## config.mk

```make
export PLATFORM = sky130hd
export DESIGN_NAME = radio_frame_checksum_checker_top
export DESIGN_NICKNAME = d
export VERILOG_FILES = /design/src/sv/rfcc_pkg.sv /design/src/sv/rfcc_core.sv /design/src/sv/rfcc_out_fifo.sv /design/src/sv/radio_frame_checksum_checker_top.sv
export VERILOG_INCLUDE_DIRS = /design/src /design/src/sv
export SDC_FILE = /design/constraint.sdc
export NUM_CORES = 1
export LEC_CHECK = 0
export BUFFER_PORTS_ARGS = -buffer_cell sky130_fd_sc_hd__buf_4
export CORE_ASPECT_RATIO = 1.75
export CORE_MARGIN = 2
export CORE_UTILIZATION = 65
export DETAILED_ROUTE_END_ITERATION = 7
export HOLD_SLACK_MARGIN = 0.03
export PLACE_DENSITY = 0.89
export SKIP_CTS_REPAIR_TIMING = 1
export SYNTH_ARGS = -nofsm -noshare
export SYNTH_HDL_FRONTEND = slang
export SYNTH_SLANG_ARGS = --single-unit
```

## constraint.sdc

```tcl
create_clock -name clock -period 7.6 [get_ports clock]
set_input_delay 0.38 -clock clock [delete_from_list [all_inputs] [get_ports clock]]
set_output_delay 0.38 -clock clock [all_outputs]
set_load 0.01 [all_outputs]
```

## src/sv/radio_frame_checksum_checker_top_assert.svh

```systemverilog
// assertion macros shared by the checksum checker modules
// no dependencies; each macro takes a label, clock, reset and two expressions
`ifndef RADIO_FRAME_CHECKSUM_CHECKER_TOP_ASSERT_SVH
`define RADIO_FRAME_CHECKSUM_CHECKER_TOP_ASSERT_SVH

// same-cycle implication
`define RFCC_ASSERT_NOW(label, clk, rst, ante, cons) \
   label: assert property (@(posedge clk) disable iff (rst) (ante) |-> (cons)) \
      else $error("rfcc assertion failed");

// next-cycle implication
`define RFCC_ASSERT_NEXT(label, clk, rst, ante, cons) \
   label: assert property (@(posedge clk) disable iff (rst) (ante) |=> (cons)) \
      else $error("rfcc assertion failed");

`endif

```

## src/sv/rfcc_pkg.sv

```systemverilog
// types, constants and helpers for the radio frame checksum checker
// no dependencies
package rfcc_pkg;

   localparam int FRAME_BYTES_DEFAULT = 32;
   localparam int HELD_W  = 6;
   localparam int GOOD_W  = 16;
   localparam int BITS_W  = 24;
   localparam logic [7:0] START_RESET = 8'hE5;
   localparam logic [GOOD_W-1:0] GOOD_MAX = 16'hFFFF;
   localparam logic [BITS_W-1:0] BITS_MAX = 24'hFFFFFF;

   typedef enum logic {
      KIND_BYTE = 1'b0,
      KIND_TICK = 1'b1
   } req_kind_type;

   typedef enum logic {
      REPORT_VERDICT = 1'b0,
      REPORT_RATE    = 1'b1
   } rsp_kind_type;

   typedef struct packed {
      logic       kind;
      logic [7:0] data_byte;
   } req_word_type;

   typedef struct packed {
      logic              report_kind;
      logic              checksum_ok;
      logic [BITS_W-1:0] good_bits;
   } rsp_word_type;

   typedef struct packed {
      logic         valid;
      rsp_word_type word;
   } core_result_type;

   // ones-complement add with end-around carry
   function automatic logic [15:0] oc_add(input logic [15:0] acc, input logic [15:0] word);
      logic [16:0] s;
      logic [16:0] t;
      s = {1'b0, acc} + {1'b0, word};
      t = {1'b0, s[15:0]} + {16'h0, s[16]};
      return t[15:0];
   endfunction

endpackage

```

## src/sv/rfcc_core.sv

```systemverilog
// frame tracker, checksum accumulator and good frame counter
// depends on rfcc_pkg and the assertion macro header
`include "radio_frame_checksum_checker_top_assert.svh"

module rfcc_core import rfcc_pkg::*; #(
   parameter int FRAME_BYTES = FRAME_BYTES_DEFAULT
) (
   input  logic            clock,
   input  logic            reset,
   input  logic            csr_write,
   input  logic [7:0]      csr_data,
   input  logic            advance,
   input  req_word_type    word,
   output core_result_type result
);

   localparam logic [HELD_W-1:0] LAST_SUM = HELD_W'(FRAME_BYTES - 2);
   localparam logic [HELD_W-1:0] LAST_IDX = HELD_W'(FRAME_BYTES - 1);
   localparam logic [31:0]       WORD_BITS = 32'(FRAME_BYTES * 8);
   localparam bit                ODD_FRAME = (FRAME_BYTES % 2) == 1;

   logic [7:0]        start_ff, start_in;
   logic [HELD_W-1:0] held_ff, held_in;
   logic [7:0]        low_ff, low_in;
   logic [15:0]       sum_ff, sum_in;
   logic [7:0]        chk_ff, chk_in;
   logic [GOOD_W-1:0] good_ff, good_in;

   logic [31:0]       prod;
   logic [15:0]       swapped;
   logic              match;

   assign prod    = 32'(good_ff) * WORD_BITS;
   assign swapped = {sum_ff[7:0], sum_ff[15:8]};
   assign match   = swapped == {word.data_byte, chk_ff};
   assign start_in = csr_write ? csr_data : start_ff;

   always_comb begin
      held_in = held_ff;
      low_in  = low_ff;
      sum_in  = sum_ff;
      chk_in  = chk_ff;
      good_in = good_ff;
      result  = '0;
      if (advance) begin
         if (word.kind == KIND_TICK) begin
            result.valid            = 1'b1;
            result.word.report_kind = REPORT_RATE;
            result.word.good_bits   = (prod > 32'(BITS_MAX)) ? BITS_MAX : prod[BITS_W-1:0];
            good_in                 = '0;
         end else if (held_ff == '0) begin
            if (word.data_byte == start_ff) begin
               low_in  = word.data_byte;
               sum_in  = '0;
               held_in = HELD_W'(1);
            end
         end else if (held_ff < LAST_SUM) begin
            if (held_ff[0]) begin
               sum_in = oc_add(sum_ff, {word.data_byte, low_ff});
            end else begin
               low_in = word.data_byte;
            end
            held_in = held_ff + HELD_W'(1);
         end else if (held_ff == LAST_SUM) begin
            if (ODD_FRAME) begin
               sum_in = oc_add(sum_ff, {8'h00, low_ff});
            end
            chk_in  = word.data_byte;
            held_in = held_ff + HELD_W'(1);
         end else begin
            result.valid            = 1'b1;
            result.word.report_kind = REPORT_VERDICT;
            result.word.checksum_ok = match;
            if (match && good_ff != GOOD_MAX) begin
               good_in = good_ff + GOOD_W'(1);
            end
            held_in = '0;
         end
      end
   end

   always_ff @(posedge clock) begin
      if (reset) begin
         start_ff <= START_RESET;
         held_ff  <= '0;
         low_ff   <= '0;
         sum_ff   <= '0;
         chk_ff   <= '0;
         good_ff  <= '0;
      end else begin
         start_ff <= start_in;
         held_ff  <= held_in;
         low_ff   <= low_in;
         sum_ff   <= sum_in;
         chk_ff   <= chk_in;
         good_ff  <= good_in;
      end
   end

   `RFCC_ASSERT_NOW(a_held_range, clock, reset, 1'b1, held_ff <= LAST_IDX)
   `RFCC_ASSERT_NEXT(a_verdict_rehunts, clock, reset,
      result.valid && result.word.report_kind == REPORT_VERDICT, held_ff == '0)
   `RFCC_ASSERT_NEXT(a_tick_clears, clock, reset,
      advance && word.kind == KIND_TICK, good_ff == '0)
   `RFCC_ASSERT_NEXT(a_idle_holds, clock, reset, !advance, $stable(held_ff) && $stable(sum_ff))

endmodule

```

## src/sv/rfcc_out_fifo.sv

```systemverilog
// two-entry result queue that decouples the core from the response stall
// depends on rfcc_pkg and the assertion macro header
`include "radio_frame_checksum_checker_top_assert.svh"

module rfcc_out_fifo import rfcc_pkg::*; (
   input  logic            clock,
   input  logic            reset,
   input  core_result_type push,
   output logic            full,
   output logic            rsp_valid,
   input  logic            rsp_stall,
   output rsp_word_type    rsp_word
);

   rsp_word_type slot_ff [2];
   logic         wr_ptr_ff, wr_ptr_in;
   logic         rd_ptr_ff, rd_ptr_in;
   logic [1:0]   count_ff, count_in;
   logic         pop;

   assign full      = count_ff == 2'd2;
   assign rsp_valid = count_ff != 2'd0;
   assign rsp_word  = slot_ff[rd_ptr_ff];
   assign pop       = rsp_valid && !rsp_stall;

   always_comb begin
      wr_ptr_in = push.valid ? !wr_ptr_ff : wr_ptr_ff;
      rd_ptr_in = pop ? !rd_ptr_ff : rd_ptr_ff;
      count_in  = count_ff + 2'(push.valid) - 2'(pop);
   end

   always_ff @(posedge clock) begin
      if (push.valid) begin
         slot_ff[wr_ptr_ff] <= push.word;
      end
   end

   always_ff @(posedge clock) begin
      if (reset) begin
         wr_ptr_ff <= 1'b0;
         rd_ptr_ff <= 1'b0;
         count_ff  <= '0;
      end else begin
         wr_ptr_ff <= wr_ptr_in;
         rd_ptr_ff <= rd_ptr_in;
         count_ff  <= count_in;
      end
   end

   `RFCC_ASSERT_NOW(a_no_push_full, clock, reset, push.valid, !full)
   `RFCC_ASSERT_NOW(a_count_range, clock, reset, 1'b1, count_ff != 2'd3)
   `RFCC_ASSERT_NEXT(a_push_shows, clock, reset, push.valid, rsp_valid)

endmodule

```

## src/sv/radio_frame_checksum_checker_top.sv

```systemverilog
// radio frame checksum checker, top level
// usage: req_ carries one word per received byte or window tick (kind 1).
// a byte stream is hunted for start_code; a frame of FRAME_BYTES bytes then
// gets a ones-complement checksum verdict on rsp_ (report_kind 0).
// a tick returns the good bits of the window (report_kind 1) and clears it.
// bytes that only advance a frame give no rsp_ word.
// csr_ writes start_code; csr_ready is always high, write only while idle.
// throughput: one req_ word per cycle while req_stall is low, set by the
// combinational update of the frame state and 16-bit end-around-carry add.
// a result reaches rsp_ through the input register and then the
// two-entry result queue.
// when rsp_stall holds, the queue fills after two results and req_stall
// rises; no word is lost.
// reset clears frame state, the good count and the queue, and restores
// start_code to 0xE5.
// depends on rfcc_pkg, rfcc_core and rfcc_out_fifo
module radio_frame_checksum_checker_top import rfcc_pkg::*; #(
   parameter int FRAME_BYTES = FRAME_BYTES_DEFAULT
) (
   input  logic         clock,
   input  logic         reset,
   input  logic         req_valid,
   output logic         req_stall,
   input  req_word_type req_word,
   output logic         rsp_valid,
   input  logic         rsp_stall,
   output rsp_word_type rsp_word,
   input  logic         csr_valid,
   output logic         csr_ready,
   input  logic [7:0]   csr_data
);

   logic            s1_valid_ff, s1_valid_in;
   req_word_type    s1_word_ff;
   logic            full;
   logic            advance;
   logic            accept;
   core_result_type result;

   assign csr_ready = 1'b1;
   assign advance   = s1_valid_ff && !full;
   assign req_stall = s1_valid_ff && full;
   assign accept    = req_valid && !req_stall;

   always_comb begin
      s1_valid_in = s1_valid_ff;
      if (accept) begin
         s1_valid_in = 1'b1;
      end else if (advance) begin
         s1_valid_in = 1'b0;
      end
   end

   always_ff @(posedge clock) begin
      if (accept) begin
         s1_word_ff <= req_word;
      end
   end

   always_ff @(posedge clock) begin
      if (reset) begin
         s1_valid_ff <= 1'b0;
      end else begin
         s1_valid_ff <= s1_valid_in;
      end
   end

   rfcc_core #(
      .FRAME_BYTES(FRAME_BYTES)
   ) u_core (
      .clock     (clock),
      .reset     (reset),
      .csr_write (csr_valid && csr_ready),
      .csr_data  (csr_data),
      .advance   (advance),
      .word      (s1_word_ff),
      .result    (result)
   );

   rfcc_out_fifo u_out_fifo (
      .clock     (clock),
      .reset     (reset),
      .push      (result),
      .full      (full),
      .rsp_valid (rsp_valid),
      .rsp_stall (rsp_stall),
      .rsp_word  (rsp_word)
   );

endmodule
```

==> metrics, run 1 <==
average wire per standard cell=18.8 um; crit path DAT=5120 ps; fin crit period=4840 ps; CP max stage delay=430 ps; Worst R2R Path Depth=19; Total Routed Length=roughly 15000 um; Congestion Overflow GR=0; Synth Register Bits=113; Pint=between 1 and 1.5 mW; Final Instance Area=6990 um^2; most common cell in the synthesized netlist=nor2_1; complex-gate fraction of the synthesized area=between 10% and 20%; combinational share of power=roughly 11%; Pins Over Slew Limit=0; Slowest-stage cell, CP=fa_1; synth-to-layout area growth=15.5%; Top FF cell, synth=dfxtp_1; via count=about 4700; sw frac=23.3%; CP endpoint kind=flop; status=finished, final reports clean; Seq/Total Area, Yosys=44.8%; fin crit share=63.6%; ys async rst share=0%; worst-margin pin slew=1140 ps; number of global-route vias before repair=between 4000 and 5000; simple-gate share of the synthesized area=19.8%; Setup CP Type=flop to flop; NumNets Final=690; clock skew=~7.4 ps; Worst Hold Class=primary input to flop; top cells by count, synth=nor2_1 (71), dfxtp_1 (68), edfxtp_1 (45); initial antenna violation count=0; dpl hpwl=10300 um; worst vdd ir=0.171 mV; synth top area cells=dfxtp_1 (23%), edfxtp_1 (22%), ha_1 (5.0%), nor2_1 (4.4%), xor2_1 (4.2%); Req. time, crit path=~7900 ps; met1 Use GR=29.2%; RSZ-0062 raised after global routing=no; CP cell instances=ha_1 > inv_1 > fa_1 > nand2b_2 > a211oi_4 > a21oi_2 > or3_4 > a31oi_4 > a21oi_1 > o21bai_1 > ha_1 > nor2b_1 > nand2_1 > a311oi_2 > nand4_2 > nor4_4 > nand4_2 > or2_0 > a221o_1; met3 usage=5.22%; Die Area=a little over 10000 um^2; fill count=~560; Reg power frac=41.8%; CP Max Fanout=4; clock share of power=47.4%; Total Routing Usage GR=30.3%; M2 GR Usage=56.6%; hold path depth=1; Worst slew margin=between 20% and 30%; EDFF count, synth=45; Cells after Synth=601; I/O Buffers=41; XOR/XNOR Fraction of Synth Area=approximately 8.5%; Synth top area share=a little under a quarter; DIE WIDTH=76.9 um; Vias/cell=6.06; Die Ht=132 um; drc violations=0; share of layout cells above drive strength 1=~17%; Leak=2.71 nW; Cell variety after synth=69; Mapped Area=~6000 um^2; final hold violation count=0; Max-Cap Viols=0; Longest Clk Path Bufs=2; # diodes=0; Reg clk slew, reported paths=50 ps; syn_area_per_cell=about 10 um^2; core box area=9040 um^2; post-synth top area cell=dfxtp_1; Power Density=between 200 and 250 nW/um^2; drt initial violations=243; global placer's final weighted congestion=0.965; fmax=~210 MHz; total CTS buffers=17; Core Rows=46; H-tree depth=4; GR peak layer=met2; startpoint types=flop; Antenna Nets Post-Route=0; final hold slack=148 ps; largest net degree at the start of global routing=49; TritonCTS clock tree=done; Initial Util=66.9%; Switch Pwr=0.378 mW; DRT Pass-1 Iters=5; Adder-Cell Fraction of Synth Area=5.29%; dpl cell area=6410 um^2; multiplexer area fraction after synthesis=around 6.7%; # setup viols final=0; largest family of logic cells by synthesized area=simple AND/OR/NAND/NOR gates; Clock Latency Late Sink=400 ps; I/O pin count=51; first-pass GRT wire length=between 20000 and 25000 um; Final TNS setup=0 ps; YS warnings=0; CTS root buffer=clkbuf_16; CTS Sinks=approximately 110
==> placed cells by master, fill, tap and decap left out, types with 21 or more instances in the layout <==
cell type	synthesis	layout
a21oi_1	25	25
and2_1	23	23
buf_4	11	43
dfxtp_1	68	68
edfxtp_1	45	45
ha_1	24	24
inv_1	21	21
nand2_1	26	26
nor2_1	71	71
xnor2_1	28	28
xor2_1	29	29
==> critical path: cells and delay by family, from the launching register on <==
kind,cells,cell delay [ps]
buffers and inverters,1,60
AND/OR/NAND/NOR,8,2050
AO/OA/AOI/OAI,7,1420
adder cells (fa/ha/maj),3,800
flip-flops,1,370
==> through the flow <==
step | utilization [%] | total power [mW] | cells | setup slack (ps)
floorplan | - | 0.795 | 608 | 3230
global placement | 70.9 | 0.850 | 744 | 2920
detailed placement | 70.9 | 0.860 | 744 | 2810
CTS | 77.3 | 1.63 | 775 | 2780
global route | 77.3 | 1.67 | 775 | 2440
finish | 77.3 | 1.63 | 775 | 2760
==> registers in the layout, indices dropped and copies added, names as in the netlist, 6 cells and up, named ones only <==
signal and cells:
u_core.low_ff 8, u_core.held_ff 6, u_core.chk_ff 8, u_core.start_ff 8, s1_word_ff 9, u_out_fifo.slot_ff 36
u_core.good_ff 16, u_core.sum_ff 16
==> layer usage <==
layer  part of all wire [%]  vias up
met5                      0        -
met4                    6.3        0
met3                    3.4       60
met2                     56      169
met1                     34     2254
li1                       -     2215
==> cell families after synthesis <==
group                    count (synthesis)
XOR/XNOR                                58
buffers and inverters                   48
AND/OR/NAND/NOR                        224
multiplexers                            38
AO/OA/AOI/OAI                           93
adder cells (fa/ha/maj)                 25
flip-flops                             113
other                                    2
==> path summary, 6_finish.rpt <==
path,to,slack (ps),startpoint
setup / recovery,u_core.sum_ff[15],2760,u_core.sum_ff[0]
hold reg to reg,u_core.good_ff[11],500,u_core.good_ff[11]
setup reg to reg,u_core.sum_ff[15],2760,u_core.sum_ff[0]
hold / removal,s1_word_ff[1],150,req_word[1]
==> power by group through the flow <==
| stage | Clock [mW] | Sequential (mW) | Combinational, mW |
|---|---|---|---|
| 2_1_floorplan | 0 | 0.672 | 0.123 |
| 3_3_place_gp | 0 | 0.687 | 0.163 |
| 3_5_place_dp | 0 | 0.689 | 0.170 |
| 4_1_cts | 0.773 | 0.679 | 0.175 |
| 5_1_grt | 0.806 | 0.679 | 0.189 |
| 6_report | 0.771 | 0.679 | 0.175 |
==> cell type report <==
class	count	area (um^2)	area share, %
clock inverter	12	144	2.06
inverter	21	78.8	1.13
tap	120	150	2.15
sequential	113	2710	38.8
timing repair buffer	43	323	4.62
multi-input combinational	447	3140	45.0
clock buffer	19	433	6.20
Power figures use the tool's default switching activity.
==> run 2, diff against run 1 <==
--- a/config.mk
+++ b/config.mk
@@ -9,10 +9,10 @@
 export BUFFER_PORTS_ARGS = -buffer_cell sky130_fd_sc_hd__buf_4
 export CORE_ASPECT_RATIO = 1.75
 export CORE_MARGIN = 2
-export CORE_UTILIZATION = 65
+export CORE_UTILIZATION = 60
 export DETAILED_ROUTE_END_ITERATION = 7
 export HOLD_SLACK_MARGIN = 0.03
-export PLACE_DENSITY = 0.89
+export PLACE_DENSITY = 0.83
 export SKIP_CTS_REPAIR_TIMING = 1
 export SYNTH_ARGS = -nofsm -noshare
 export SYNTH_HDL_FRONTEND = slang
==> constraint.sdc (replaced) <==
create_clock -name clock -period 4.55 [get_ports clock]
set_input_delay 0.2275 -clock clock [delete_from_list [all_inputs] [get_ports clock]]
set_output_delay 0.2275 -clock clock [all_outputs]
set_load 0.01 [all_outputs]
==> metrics, run 2 (same netlist as run 1, synthesis figures left out) <==
status=finished, final reports clean; Total Routing Usage GR=28.2% (-2.0 points); CP max stage delay=380 ps (-50 ps); Worst R2R Path Depth=19 (unchanged); Setup CP Type=flop to flop; Layout Cells excl Fill=801 (+3.4%); Core Rows=48 (+4.3%); Reg clk slew, reported paths=50 ps (about the same); Longest Clk Path Bufs=2 (unchanged); Die Ht=137 um (+4.0%); CTS Sinks=113 (unchanged); I/O pin count=51 (unchanged); Req. time, crit path=4840 ps (-3050 ps); placed cells=758 (+1.9%); Slowest-stage cell, CP=or3_4; Final Power=2.67 mW (+64%); initial antenna violation count=0 (unchanged); Worst Hold Class=primary input to flop; via count=4741 (+0.92%); DIE WIDTH=79.9 um (+3.9%); clock skew=5.29 ps (-2.14 ps); dpl hpwl=10600 um (+2.8%); synth-to-layout area growth=18.2%; Congestion Overflow GR=0 (unchanged); reg-to-reg critical path startpoint=u_core.sum_ff[0]; Antenna Nets Post-Route=0 (unchanged); TritonCTS clock tree=done; Max-Cap Viols=0 (unchanged); Power Density=373 nW/um^2 (+61%); worst vdd ir=0.302 mV (+76%); NumNets Final=711 (+3.0%); worst slack at placement=49.1 ps (-2760 ps); Die Area=10900 um^2 (+8.0%); global placer's final weighted congestion=0.879 (-9.0%); crit path DAT=4650 ps (-470 ps); fin crit share=95.8% (+32 points); Leak=2.80 nW (+3.2%); flop2flop setup slack=190 ps (-2570 ps); CP cell instances=ha_1 > inv_1 > fa_1 > nand2b_2 > a211oi_4 > a21oi_2 > or3_4 > a31oi_4 > a21oi_1 > o21bai_1 > ha_1 > nor2b_2 > nand2_1 > a311oi_2 > nand4_2 > nor4_4 > nand4_2 > or2_0 > a221o_1; Pins Over Slew Limit=0 (unchanged); number of global-route vias before repair=4791 (-2.7%); RSZ-0062 raised after global routing=no; H-tree depth=4 (unchanged); CTS root buffer=clkbuf_16; Worst slew margin=24.8% (+1.5 points); Largest regs=u_out_fifo.slot_ff: 36 flops, u_core.good_ff: 16 flops, u_core.sum_ff: 16 flops; Final TNS setup=0 ps (unchanged); CP Max Fanout=3 (-1); largest net degree at the start of global routing=49 (unchanged); max FFs per register=36 (unchanged); Hold Path Origin=csr_data[6]; most frequent cells in the layout=nor2_1 (71), dfxtp_1 (68), buf_4 (54); # diodes=0 (unchanged); total CTS buffers=17 (unchanged); final hold slack=35.2 ps (-113 ps); hold path depth=2 (+1); fin crit period=4360 ps (-477 ps); DRT Pass-1 Iters=7 (+2); worst-margin pin slew=1120 ps (-17.6 ps); commonest non-fill, non-tap cell in the layout=nor2_1; fill count=694 (+25%); R2R Path End=u_core.sum_ff[15]; Initial Util=61.4% (-5.5 points); Clock Latency Late Sink=400 ps (about the same); CP endpoint kind=flop; I/O Buffers=41 (unchanged); drt initial violations=270 (+11%); share of layout cells above drive strength 1=18.3% (+1.2 points); largest reg by FF count=u_out_fifo.slot_ff; final hold violation count=0 (unchanged); core box area=9850 um^2 (+9.0%); Total Routed Length=14700 um (+0.61%); # setup viols final=0 (unchanged); Endpoint, Worst Hold=u_core.start_ff[6]; first-pass GRT wire length=23200 um (-3.2%); fmax=229 MHz (+11%); Vias/cell=5.92 (-2.4%); setup ws final=191 ps (-2570 ps); drc violations=0 (unchanged); startpoint types=flop; average wire per standard cell=18.3 um (-2.7%)
==> run 2: report_power, final <==
group | switching [mW] | internal (mW) | total [mW]
Clock | 0.442 | 0.796 | 1.24
Sequential | 0.0416 | 1.09 | 1.13
Combinational | 0.151 | 0.154 | 0.305
==> run 2: routing by layer <==
metal | global-route usage [%] | share of wire (%) | vias to the layer above
li1 | - | - | 2252
met1 | 26.2 | 34 | 2280
met2 | 54.9 | 56 | 151
met3 | 4.49 | 3.3 | 58
met4 | 17.6 | 6.2 | 0
met5 | 0 | 0 | -
==> run 2: cell type report <==
cell class                 count  area [um^2]  share of cell area [%]
clock buffer                  20          437                    6.10
clock inverter                11          116                    1.63
inverter                      21         78.8                    1.10
multi-input combinational    447         3150                    44.0
sequential                   113         2710                    37.9
tap                          125          156                    2.19
timing repair buffer          64          505                    7.07
==> run 2: worst max path at each step <==
stage / start / depth (start not counted) / slack (ps) / endpoint
global placement: u_core.sum_ff[0] / 19 / 200 / u_core.sum_ff[15]
detailed placement: u_core.sum_ff[0] / 19 / 50 / u_core.sum_ff[15]
CTS: u_core.sum_ff[0] / 19 / 40 / u_core.sum_ff[15]
floorplan: u_core.sum_ff[0] / 19 / 180 / u_core.sum_ff[15]
global route: u_core.sum_ff[0] / 19 / 9 / u_core.sum_ff[15]
finish: u_core.sum_ff[0] / 19 / 190 / u_core.sum_ff[15]
==> run 2: worst max-delay path, delay by kind of cell (launching register included) <==
family / cells / cell delay [ps]
compound gates: 7 / 1380
flops: 1 / 360
fa+ha+maj: 3 / 720
buf+inv: 1 / 50
simple gates: 8 / 1720
==> run 2: stage by stage <==
stage,utilization [%],area (um^2)
final,72.6,7150
after CTS,71.4,7040
after global routing,72.6,7150
after detailed placement,65.8,6480
after floorplan,-,6080
after global placement,65.8,6480
